[config.mk]
export PLATFORM = sky130hd
export DESIGN_NAME = periodic_task_release_table_flat
export DESIGN_NICKNAME = d
export VERILOG_FILES = /design/src/hdl/ptrt_pkg.sv /design/src/hdl/ptrt_req_if.sv /design/src/hdl/ptrt_rsp_if.sv /design/src/hdl/ptrt_cell.sv /design/src/hdl/periodic_task_release_table.sv /design/src/flat_wrapper.sv
export SDC_FILE = /design/constraint.sdc
export NUM_CORES = 1
export LEC_CHECK = 0
export ABC_AREA = 1
export BUFFER_PORTS_ARGS = -buffer_cell sky130_fd_sc_hd__buf_4
export CAP_MARGIN = 20
export CORE_ASPECT_RATIO = 1.2
export CORE_MARGIN = 8
export CORE_UTILIZATION = 50
export DETAILED_ROUTE_END_ITERATION = 10
export PLACE_DENSITY = 0.74
export SYNTH_ARGS = -nofsm -noshare
export SYNTH_HDL_FRONTEND = slang
export SYNTH_SLANG_ARGS = --single-unit
[constraint.sdc]
create_clock -name i_clk -period 8.1 [get_ports i_clk]
set_clock_uncertainty 0.2 [all_clocks]
set_input_delay 0.405 -clock i_clk [delete_from_list [all_inputs] [get_ports i_clk]]
set_output_delay 0.405 -clock i_clk [all_outputs]
set_load 0.05 [all_outputs]
[src/hdl/ptrt_pkg.sv]
`default_nettype none
package ptrt_pkg;

    localparam int MAX_TASKS_DEF = 8;

    localparam int FUNC_W  = 2;
    localparam int ID_W    = 8;
    localparam int PER_W   = 8;
    localparam int CNT_W   = 8;
    localparam int STATE_W = 2;
    localparam int SLOT_W  = 3;
    localparam int STS_W   = 2;
    localparam int TC_W    = 4;
    localparam int CFG_W   = 8;

    localparam int APB_AW = 4;
    localparam int APB_DW = 32;

    localparam logic [CFG_W-1:0] MIN_PERIOD_RST = 8'd1;
    localparam logic [CFG_W-1:0] MAX_PERIOD_RST = 8'd255;
    localparam logic [CFG_W-1:0] PRESCALE_RST   = 8'd50;

    localparam logic [1:0] REG_MIN_PERIOD = 2'd0;
    localparam logic [1:0] REG_MAX_PERIOD = 2'd1;
    localparam logic [1:0] REG_PRESCALE   = 2'd2;

    localparam logic [STATE_W-1:0] ST_READY     = 2'd0;
    localparam logic [STATE_W-1:0] ST_BLOCKED   = 2'd1;
    localparam logic [STATE_W-1:0] ST_SUSPENDED = 2'd2;
    localparam logic [STATE_W-1:0] ST_INVALID   = 2'd3;

    localparam logic [STS_W-1:0] STS_OK       = 2'd0;
    localparam logic [STS_W-1:0] STS_NO_SLOT  = 2'd1;
    localparam logic [STS_W-1:0] STS_BAD_PER  = 2'd2;
    localparam logic [STS_W-1:0] STS_FULL     = 2'd3;

    typedef enum logic [1:0] {
        F_CREATE   = 2'd0,
        F_DELETE   = 2'd1,
        F_TICK     = 2'd2,
        F_DISPATCH = 2'd3
    } t_func;

    typedef enum logic [2:0] {
        C_HOLD,
        C_LOAD,
        C_SHIFT,
        C_SHIFT_BLOCK,
        C_TICK
    } t_cell_op;

    typedef enum logic {
        S_IDLE,
        S_DISP
    } t_fsm;

    typedef struct packed {
        logic [ID_W-1:0]    id;
        logic [PER_W-1:0]   period;
        logic [CNT_W-1:0]   count;
        logic [STATE_W-1:0] state;
    } t_entry;

endpackage
`default_nettype wire

[src/hdl/ptrt_req_if.sv]
`default_nettype none
interface ptrt_req_if;
    import ptrt_pkg::*;

    logic                valid;
    logic                ready;
    logic [FUNC_W-1:0]   func;
    logic [ID_W-1:0]     task_id;
    logic [PER_W-1:0]    period;
    logic [STATE_W-1:0]  initial_state;
    logic [SLOT_W-1:0]   slot_index;

    modport source (output valid, func, task_id, period, initial_state, slot_index,
                    input ready);
    modport sink   (input valid, func, task_id, period, initial_state, slot_index,
                    output ready);
endinterface
`default_nettype wire

[src/hdl/ptrt_rsp_if.sv]
`default_nettype none
interface ptrt_rsp_if;
    import ptrt_pkg::*;

    logic              valid;
    logic              ready;
    logic [STS_W-1:0]  status;
    logic              dispatch_valid;
    logic [ID_W-1:0]   dispatched_id;
    logic [TC_W-1:0]   task_count;
    logic              last;

    modport source (output valid, status, dispatch_valid, dispatched_id, task_count, last,
                    input ready);
    modport sink   (input valid, status, dispatch_valid, dispatched_id, task_count, last,
                    output ready);
endinterface
`default_nettype wire

[src/hdl/ptrt_cell.sv]
`default_nettype none
module ptrt_cell (
    input  wire logic              i_clk,
    input  wire ptrt_pkg::t_cell_op i_op,
    input  wire ptrt_pkg::t_entry  i_load,
    input  wire ptrt_pkg::t_entry  i_next,
    output ptrt_pkg::t_entry       o_entry
);
    import ptrt_pkg::*;

    t_entry r_entry;
    t_entry n_entry;

    always_comb begin
        n_entry = r_entry;
        case (i_op)
            C_HOLD: begin
                n_entry = r_entry;
            end
            C_LOAD: begin
                n_entry = i_load;
            end
            C_SHIFT: begin
                n_entry = i_next;
            end
            C_SHIFT_BLOCK: begin
                n_entry       = i_next;
                n_entry.state = ST_BLOCKED;
            end
            C_TICK: begin
                if (r_entry.state != ST_SUSPENDED) begin
                    if (r_entry.count >= r_entry.period) begin
                        n_entry.count = CNT_W'(1);
                        n_entry.state = ST_READY;
                    end else begin
                        n_entry.count = r_entry.count + CNT_W'(1);
                    end
                end
            end
            default: begin
                n_entry = r_entry;
            end
        endcase
    end

    always_ff @(posedge i_clk) begin
        r_entry <= n_entry;
    end

    assign o_entry = r_entry;

endmodule
`default_nettype wire

[src/hdl/periodic_task_release_table.sv]
`default_nettype none
// Periodic task release table. Entries live in a ring of MAX_TASKS cells.
// Create, delete and raw tick requests each return one beat.
// Dispatch rotates the ring one cell per cycle through all MAX_TASKS cells,
// checking the cell at the head, except while the result sink holds off a
// pending beat. Each ready task gives one beat, or one empty beat when none
// is ready. While a dispatch runs no request is taken. Configuration is on
// the APB port: min_period at 0x0, max_period at 0x4, prescale_ticks at 0x8.
module periodic_task_release_table #(
    parameter int MAX_TASKS = ptrt_pkg::MAX_TASKS_DEF
) (
    input  wire logic                        i_clk,
    input  wire logic                        i_rst_n,
    ptrt_req_if.sink                         i_req,
    ptrt_rsp_if.source                       o_rsp,
    input  wire logic                        psel,
    input  wire logic                        penable,
    input  wire logic                        pwrite,
    input  wire logic [ptrt_pkg::APB_AW-1:0] paddr,
    input  wire logic [ptrt_pkg::APB_DW-1:0] pwdata,
    output logic      [ptrt_pkg::APB_DW-1:0] prdata,
    output logic                             pready
);
    import ptrt_pkg::*;

    localparam int CW = $clog2(MAX_TASKS + 1);
    localparam int IW = (MAX_TASKS > 1) ? $clog2(MAX_TASKS) : 1;

    logic [CFG_W-1:0] r_min_per;
    logic [CFG_W-1:0] r_max_per;
    logic [CFG_W-1:0] r_prescale;

    t_fsm             r_state, n_state;
    logic [CW-1:0]    r_used, n_used;
    logic [CFG_W-1:0] r_sub, n_sub;
    logic [IW-1:0]    r_k, n_k;
    logic             r_any, n_any;

    logic             r_ov, n_ov;
    logic [STS_W-1:0] r_sts, n_sts;
    logic             r_dv, n_dv;
    logic [ID_W-1:0]  r_id, n_id;
    logic [TC_W-1:0]  r_tc, n_tc;
    logic             r_last, n_last;

    t_entry   w_entry [MAX_TASKS];
    t_cell_op w_op    [MAX_TASKS];
    t_entry   w_load;

    logic             w_out_free;
    logic             w_accept;
    logic             w_load_out;
    logic             w_elig;
    logic             w_more;
    logic [CFG_W:0]   w_sub_inc;
    logic [STATE_W-1:0] w_init;

    // configuration
    logic [1:0] w_reg_idx;
    assign w_reg_idx = paddr[3:2];
    assign pready    = 1'b1;

    always_ff @(posedge i_clk) begin
        if (!i_rst_n) begin
            r_min_per  <= MIN_PERIOD_RST;
            r_max_per  <= MAX_PERIOD_RST;
            r_prescale <= PRESCALE_RST;
        end else if (psel && penable && pwrite && pready) begin
            case (w_reg_idx)
                REG_MIN_PERIOD: r_min_per  <= pwdata[CFG_W-1:0];
                REG_MAX_PERIOD: r_max_per  <= pwdata[CFG_W-1:0];
                REG_PRESCALE:   r_prescale <= pwdata[CFG_W-1:0];
                default: begin
                end
            endcase
        end
    end

    always_comb begin
        case (w_reg_idx)
            REG_MIN_PERIOD: prdata = APB_DW'(r_min_per);
            REG_MAX_PERIOD: prdata = APB_DW'(r_max_per);
            REG_PRESCALE:   prdata = APB_DW'(r_prescale);
            default:        prdata = '0;
        endcase
    end

    // cell ring
    assign w_init = (i_req.initial_state == ST_INVALID) ? ST_BLOCKED : i_req.initial_state;
    assign w_load = '{id: i_req.task_id, period: i_req.period, count: CNT_W'(1), state: w_init};

    for (genvar g = 0; g < MAX_TASKS; g++) begin : g_cell
        ptrt_cell u_cell (
            .i_clk   (i_clk),
            .i_op    (w_op[g]),
            .i_load  (w_load),
            .i_next  (w_entry[(g + 1) % MAX_TASKS]),
            .o_entry (w_entry[g])
        );
    end

    assign w_out_free    = !r_ov || o_rsp.ready;
    assign i_req.ready   = (r_state == S_IDLE) && w_out_free;
    assign w_accept      = i_req.valid && i_req.ready;
    assign w_sub_inc     = {1'b0, r_sub} + (CFG_W + 1)'(1);
    assign w_elig        = (CW'(r_k) < r_used) && (w_entry[0].state == ST_READY);

    always_comb begin
        w_more = 1'b0;
        for (int p = 1; p < MAX_TASKS; p++) begin
            if (((int'(r_k) + p) < int'(r_used)) && (w_entry[p].state == ST_READY)) begin
                w_more = 1'b1;
            end
        end
    end

    always_comb begin
        n_state    = r_state;
        n_used     = r_used;
        n_sub      = r_sub;
        n_k        = r_k;
        n_any      = r_any;
        n_sts      = r_sts;
        n_dv       = r_dv;
        n_id       = r_id;
        n_last     = r_last;
        w_load_out = 1'b0;
        for (int i = 0; i < MAX_TASKS; i++) begin
            w_op[i] = C_HOLD;
        end

        case (r_state)
            S_IDLE: begin
                if (w_accept) begin
                    n_sts  = STS_OK;
                    n_dv   = 1'b0;
                    n_id   = '0;
                    n_last = 1'b1;
                    case (t_func'(i_req.func))
                        F_CREATE: begin
                            w_load_out = 1'b1;
                            if (i_req.period > r_max_per || i_req.period < r_min_per) begin
                                n_sts = STS_BAD_PER;
                            end else if (int'(r_used) >= MAX_TASKS) begin
                                n_sts = STS_FULL;
                            end else begin
                                for (int i = 0; i < MAX_TASKS; i++) begin
                                    if (CW'(i) == r_used) begin
                                        w_op[i] = C_LOAD;
                                    end
                                end
                                n_used = r_used + CW'(1);
                            end
                        end
                        F_DELETE: begin
                            w_load_out = 1'b1;
                            if (int'(i_req.slot_index) < int'(r_used)) begin
                                for (int i = 0; i < MAX_TASKS - 1; i++) begin
                                    if (i >= int'(i_req.slot_index)) begin
                                        w_op[i] = C_SHIFT;
                                    end
                                end
                                n_used = r_used - CW'(1);
                            end else begin
                                n_sts = STS_NO_SLOT;
                            end
                        end
                        F_TICK: begin
                            w_load_out = 1'b1;
                            if (w_sub_inc >= {1'b0, r_prescale}) begin
                                n_sub = '0;
                                for (int i = 0; i < MAX_TASKS; i++) begin
                                    w_op[i] = C_TICK;
                                end
                            end else begin
                                n_sub = w_sub_inc[CFG_W-1:0];
                            end
                        end
                        F_DISPATCH: begin
                            n_state = S_DISP;
                            n_k     = '0;
                            n_any   = 1'b0;
                        end
                        default: begin
                        end
                    endcase
                end
            end
            S_DISP: begin
                if (w_elig) begin
                    if (w_out_free) begin
                        w_load_out = 1'b1;
                        n_sts  = STS_OK;
                        n_dv   = 1'b1;
                        n_id   = w_entry[0].id;
                        n_last = !w_more;
                        n_any  = 1'b1;
                        for (int i = 0; i < MAX_TASKS; i++) begin
                            w_op[i] = C_SHIFT;
                        end
                        w_op[MAX_TASKS-1] = C_SHIFT_BLOCK;
                        n_k = r_k + IW'(1);
                        if (r_k == IW'(MAX_TASKS - 1)) begin
                            n_state = S_IDLE;
                        end
                    end
                end else if (r_k != IW'(MAX_TASKS - 1)) begin
                    for (int i = 0; i < MAX_TASKS; i++) begin
                        w_op[i] = C_SHIFT;
                    end
                    n_k = r_k + IW'(1);
                end else if (r_any || w_out_free) begin
                    // no ready task found at all: one empty beat
                    if (!r_any) begin
                        w_load_out = 1'b1;
                        n_sts  = STS_OK;
                        n_dv   = 1'b0;
                        n_id   = '0;
                        n_last = 1'b1;
                    end
                    for (int i = 0; i < MAX_TASKS; i++) begin
                        w_op[i] = C_SHIFT;
                    end
                    n_k     = '0;
                    n_state = S_IDLE;
                end
            end
            default: begin
                n_state = S_IDLE;
            end
        endcase

        n_tc = w_load_out ? TC_W'(n_used) : r_tc;
        if (w_load_out) begin
            n_ov = 1'b1;
        end else if (o_rsp.ready) begin
            n_ov = 1'b0;
        end else begin
            n_ov = r_ov;
        end
    end

    always_ff @(posedge i_clk) begin
        if (!i_rst_n) begin
            r_state <= S_IDLE;
            r_used  <= '0;
            r_sub   <= '0;
            r_k     <= '0;
            r_any   <= 1'b0;
            r_ov    <= 1'b0;
        end else begin
            r_state <= n_state;
            r_used  <= n_used;
            r_sub   <= n_sub;
            r_k     <= n_k;
            r_any   <= n_any;
            r_ov    <= n_ov;
        end
    end

    always_ff @(posedge i_clk) begin
        r_sts  <= n_sts;
        r_dv   <= n_dv;
        r_id   <= n_id;
        r_tc   <= n_tc;
        r_last <= n_last;
    end

    assign o_rsp.valid          = r_ov;
    assign o_rsp.status         = r_sts;
    assign o_rsp.dispatch_valid = r_dv;
    assign o_rsp.dispatched_id  = r_id;
    assign o_rsp.task_count     = r_tc;
    assign o_rsp.last           = r_last;

    a_used_bound: assert property (@(posedge i_clk) disable iff (!i_rst_n)
        int'(r_used) <= MAX_TASKS)
        else $error("table fill above capacity");

    a_disp_blocks_req: assert property (@(posedge i_clk) disable iff (!i_rst_n)
        (r_state == S_DISP) |-> !i_req.ready)
        else $error("request taken during dispatch walk");

    a_disp_enters: assert property (@(posedge i_clk) disable iff (!i_rst_n)
        (w_accept && i_req.func == F_DISPATCH) |=> (r_state == S_DISP))
        else $error("dispatch did not start walk");

    a_disp_keeps_used: assert property (@(posedge i_clk) disable iff (!i_rst_n)
        (r_state == S_DISP) |=> (r_used == $past(r_used)))
        else $error("table fill changed during dispatch");

endmodule
`default_nettype wire
[src/flat_wrapper.sv]
// flat-port wrapper written by rule: the top's interface ports become plain ports
module periodic_task_release_table_flat import ptrt_pkg::*;
#(
    parameter int MAX_TASKS = ptrt_pkg::MAX_TASKS_DEF
)
  (i_clk, i_rst_n, psel, penable, pwrite, paddr, pwdata, prdata, pready, i_req_valid, i_req_func, i_req_task_id, i_req_period, i_req_initial_state, i_req_slot_index, i_req_ready, o_rsp_valid, o_rsp_status, o_rsp_dispatch_valid, o_rsp_dispatched_id, o_rsp_task_count, o_rsp_last, o_rsp_ready);
  ptrt_req_if i_req_i ();
  ptrt_rsp_if o_rsp_i ();
  input  wire logic i_clk;
  input  wire logic i_rst_n;
  input  wire logic psel;
  input  wire logic penable;
  input  wire logic pwrite;
  input  wire logic [ptrt_pkg::APB_AW-1:0] paddr;
  input  wire logic [ptrt_pkg::APB_DW-1:0] pwdata;
  output logic      [ptrt_pkg::APB_DW-1:0] prdata;
  output logic pready;
  input wire logic [$bits(i_req_i.valid)-1:0] i_req_valid;
  input wire logic [$bits(i_req_i.func)-1:0] i_req_func;
  input wire logic [$bits(i_req_i.task_id)-1:0] i_req_task_id;
  input wire logic [$bits(i_req_i.period)-1:0] i_req_period;
  input wire logic [$bits(i_req_i.initial_state)-1:0] i_req_initial_state;
  input wire logic [$bits(i_req_i.slot_index)-1:0] i_req_slot_index;
  output wire logic [$bits(i_req_i.ready)-1:0] i_req_ready;
  output wire logic [$bits(o_rsp_i.valid)-1:0] o_rsp_valid;
  output wire logic [$bits(o_rsp_i.status)-1:0] o_rsp_status;
  output wire logic [$bits(o_rsp_i.dispatch_valid)-1:0] o_rsp_dispatch_valid;
  output wire logic [$bits(o_rsp_i.dispatched_id)-1:0] o_rsp_dispatched_id;
  output wire logic [$bits(o_rsp_i.task_count)-1:0] o_rsp_task_count;
  output wire logic [$bits(o_rsp_i.last)-1:0] o_rsp_last;
  input wire logic [$bits(o_rsp_i.ready)-1:0] o_rsp_ready;
  assign i_req_i.valid = i_req_valid;
  assign i_req_i.func = i_req_func;
  assign i_req_i.task_id = i_req_task_id;
  assign i_req_i.period = i_req_period;
  assign i_req_i.initial_state = i_req_initial_state;
  assign i_req_i.slot_index = i_req_slot_index;
  assign i_req_ready = i_req_i.ready;
  assign o_rsp_valid = o_rsp_i.valid;
  assign o_rsp_status = o_rsp_i.status;
  assign o_rsp_dispatch_valid = o_rsp_i.dispatch_valid;
  assign o_rsp_dispatched_id = o_rsp_i.dispatched_id;
  assign o_rsp_task_count = o_rsp_i.task_count;
  assign o_rsp_last = o_rsp_i.last;
  assign o_rsp_i.ready = o_rsp_ready;
  periodic_task_release_table #(.MAX_TASKS(MAX_TASKS)) u_core (.i_clk(i_clk), .i_rst_n(i_rst_n), .i_req(i_req_i), .o_rsp(o_rsp_i), .psel(psel), .penable(penable), .pwrite(pwrite), .paddr(paddr), .pwdata(pwdata), .prdata(prdata), .pready(pready));
endmodule
==> metrics.yaml <==
dp_hpwl_um: 29700
syn-cell-area_mm2: 0.0160
max_freq_mhz: 226
wl_per_cell_um: 17.7
reg2regPathDepth: 11
fin_crit_sh_pct: 54.6
nets: 2064
maxCapViolCount: 0
avgSynthCellArea_um2: 8.93
antenna_found_initial: 0
start_util_pct: 50.8
yosysTopAreaCell: "edfxtp_1"
peakVddDrop_mv: 0.172
syn_inst: 1789
finalCriticalPeriod_ns: 4.42
final_area_mm2: 0.0179
setup_violations: 0
antenna_cells: 0
finalHoldViolations: 0
whs_path_depth: 4
first_global_vias: 12200
yosysSeqAreaShare_pct: 47.4
synth_cell_types: 46
hold_ws_ns: 0.0358
pre_cts_ws_ns: 3.72
fillCellCount: 2779
final_antenna_net_count: 0
drt-initial-drc-count: 1156
critPathMaxFanout: 42
hold_path_startpoint: "o_rsp_ready"
critPathKind: "register to register"
die-area_mm2: 0.0380
holdBufCountCts: 27
place_area_mm2: 0.0166
outcome: "finished, final reports clean"
hold_class: "input pin to register"
rsz0062_at_grt: "no"
setup_ws_ns: 3.68
maxSlewViolCount: 0
async_flop_share_pct: 0
num_vias: 12600
synth_top_flop_cell: "edfxtp_1"
slew_headroom_pct: 32.2
routabilityCongestion: 0.953
core_mm2: 0.0314
hold_end: "u_core.o_rsp.valid"
start_kind: "register"
grt_first_pass_wirelength_um: 64000
cts_tree: "done"
synth_common_cells: "nand2_1, inv_1, edfxtp_1"
drc: 0
cts_setup_buffers: 0
portBuffers: 65
fin_tns_setup_ns: 0
synth-seq-cells: 266
grt-ovfl-total: 0
endpoint_kind: "register"
clkLatencyLatePin_ns: 0.58
power_density_mw_per_mm2: 202
yosysMostFrequentCell: "nand2_1"
die_w_um: 179
worstReg2RegStart: "u_core.r_used[2]"
rr_endpoint: "u_core.g_cell[2].u_cell.o_entry[2]"
ys_top_cells_by_area: "edfxtp_1, ha_1, nand2_1"
grt_use_total_pct: 21.3
leakagePower_nw: 7.83
clock_path_buffers: 3
vias_per_cell: 5.51
cts_resized: 0
cts_sinks: 266
die_h_um: 212
rrSetupSlack_ns: 3.68
ios: 117
ff_latch_area_mm2: 0.00757
placementRows: 71
cts_made_buffers: 28
arrival_ns: 4.50
synth_warnings: 0
clk_pin_slew_ns: 0.06
yosysTopAreaCellShare_pct: 42.1
firstDrtPassIters: 5
synth_edf_count: 224
drive_above_1_share_pct: 9.42
tightest_slew_ns: 1.01
area_growth_syn_to_layout_pct: 12.0
htreeDepth: 1
required_ns: 8.18
grt_max_degree: 43
multi_input_area_mm2: 0.00694
cts-root-buf: "clkbuf_16"
routed_wl_um: 40500
## report_power, final
part	total [mW]	internal (mW)	switching [mW]
combinational	0.546	0.164	0.382
clock	1.43	0.864	0.567
sequential	1.63	1.58	0.0481
## cell usage in the layout (no fill, tap or decap), drive strengths merged, types with 11 or more instances in the layout
cell	count
inv	287
nand3	52
clkinv	11
xor2	44
ha	130
dfxtp	42
dlygate4sd3	27
o21ai	215
nor2	125
o22ai	14
o211ai	16
clkbuf	35
o2111ai	14
nor3	25
edfxtp	224
nand2	400
conb	25
a21oi	84
nand4	24
buf	65
## metrics by stage
| stage | power (mW) | utilization, % | instances |
|---|---|---|---|
| after detailed placement | 2.19 | 52.8 | 2212 |
| after global placement | 2.17 | 52.8 | 2212 |
| after floorplan | 2.04 | - | 1812 |
| after global routing | 3.73 | 56.9 | 2291 |
| after CTS | 3.62 | 56.9 | 2291 |
| final | 3.61 | 56.9 | 2291 |
## how the worst max path moves through the flow
stage | slack [ns] | to | start
CTS | 3.72 | u_core.g_cell[2].u_cell.o_entry[8] | u_core.r_used[2]
detailed placement | 3.72 | u_core.g_cell[2].u_cell.o_entry[9] | u_core.r_used[2]
global placement | 3.82 | u_core.g_cell[2].u_cell.o_entry[9] | u_core.r_used[2]
finish | 3.68 | u_core.g_cell[2].u_cell.o_entry[2] | u_core.r_used[2]
global route | 3.34 | u_core.g_cell[2].u_cell.o_entry[8] | u_core.r_used[2]
floorplan | 5.07 | u_core.g_cell[5].u_cell.o_entry[2] | u_core.r_used[2]
## cell families after synthesis
logic type,count (synthesis),synth area share [%]
other cells,2,0.0470
flops,266,47.4
simple gates,632,17.4
xor+xnor,49,2.69
fa+ha+maj,130,10.2
compound gates,356,12.6
buf+inv,354,9.73
## layout make-up
class | count | area share, %
tap | 401 | 2.80
clock buffer | 35 | 4.29
sequential | 266 | 42.3
clock inverter | 17 | 1.45
inverter | 288 | 6.11
timing repair buffer | 92 | 4.24
multi-input combinational | 1192 | 38.8
## flip-flops by register name, summed over array words and instances, names as in the netlist, 2 cells and up
signal and cells:
u_core.g_cell.u_cell.o_entry 208, u_core.o_rsp.dispatched_id 8, u_core.r_max_per 8, u_core.r_min_per 8, u_core.r_prescale 8, u_core.r_sub 8
u_core.o_rsp.task_count 4, u_core.r_used 4, u_core.r_k 3, u_core.o_rsp.status 2
## critical path, stage by stage (launching register included)
cell and delay, ns:
dfxtp_1 0.48, inv_1 0.32, ha_1 0.40, nor2_1 0.05
nand2_2 0.10, nand4_2 0.09, nand2_4 0.39, inv_2 0.26
nor2_4 0.57, nand2_1 0.69, nor2_1 0.33, inv_1 0.22
## per-layer routing
metal / GRT usage [%] / up-vias / wire, µm
met5: 0 / - / 0
met4: 9.64 / 0 / 1730
met3: 2.66 / 96 / 2420
met2: 36.0 / 483 / 19400
met1: 26.9 / 5930 / 16900
li1: - / 6118 / -
Note: power is estimated with default switching activity, not from simulation.
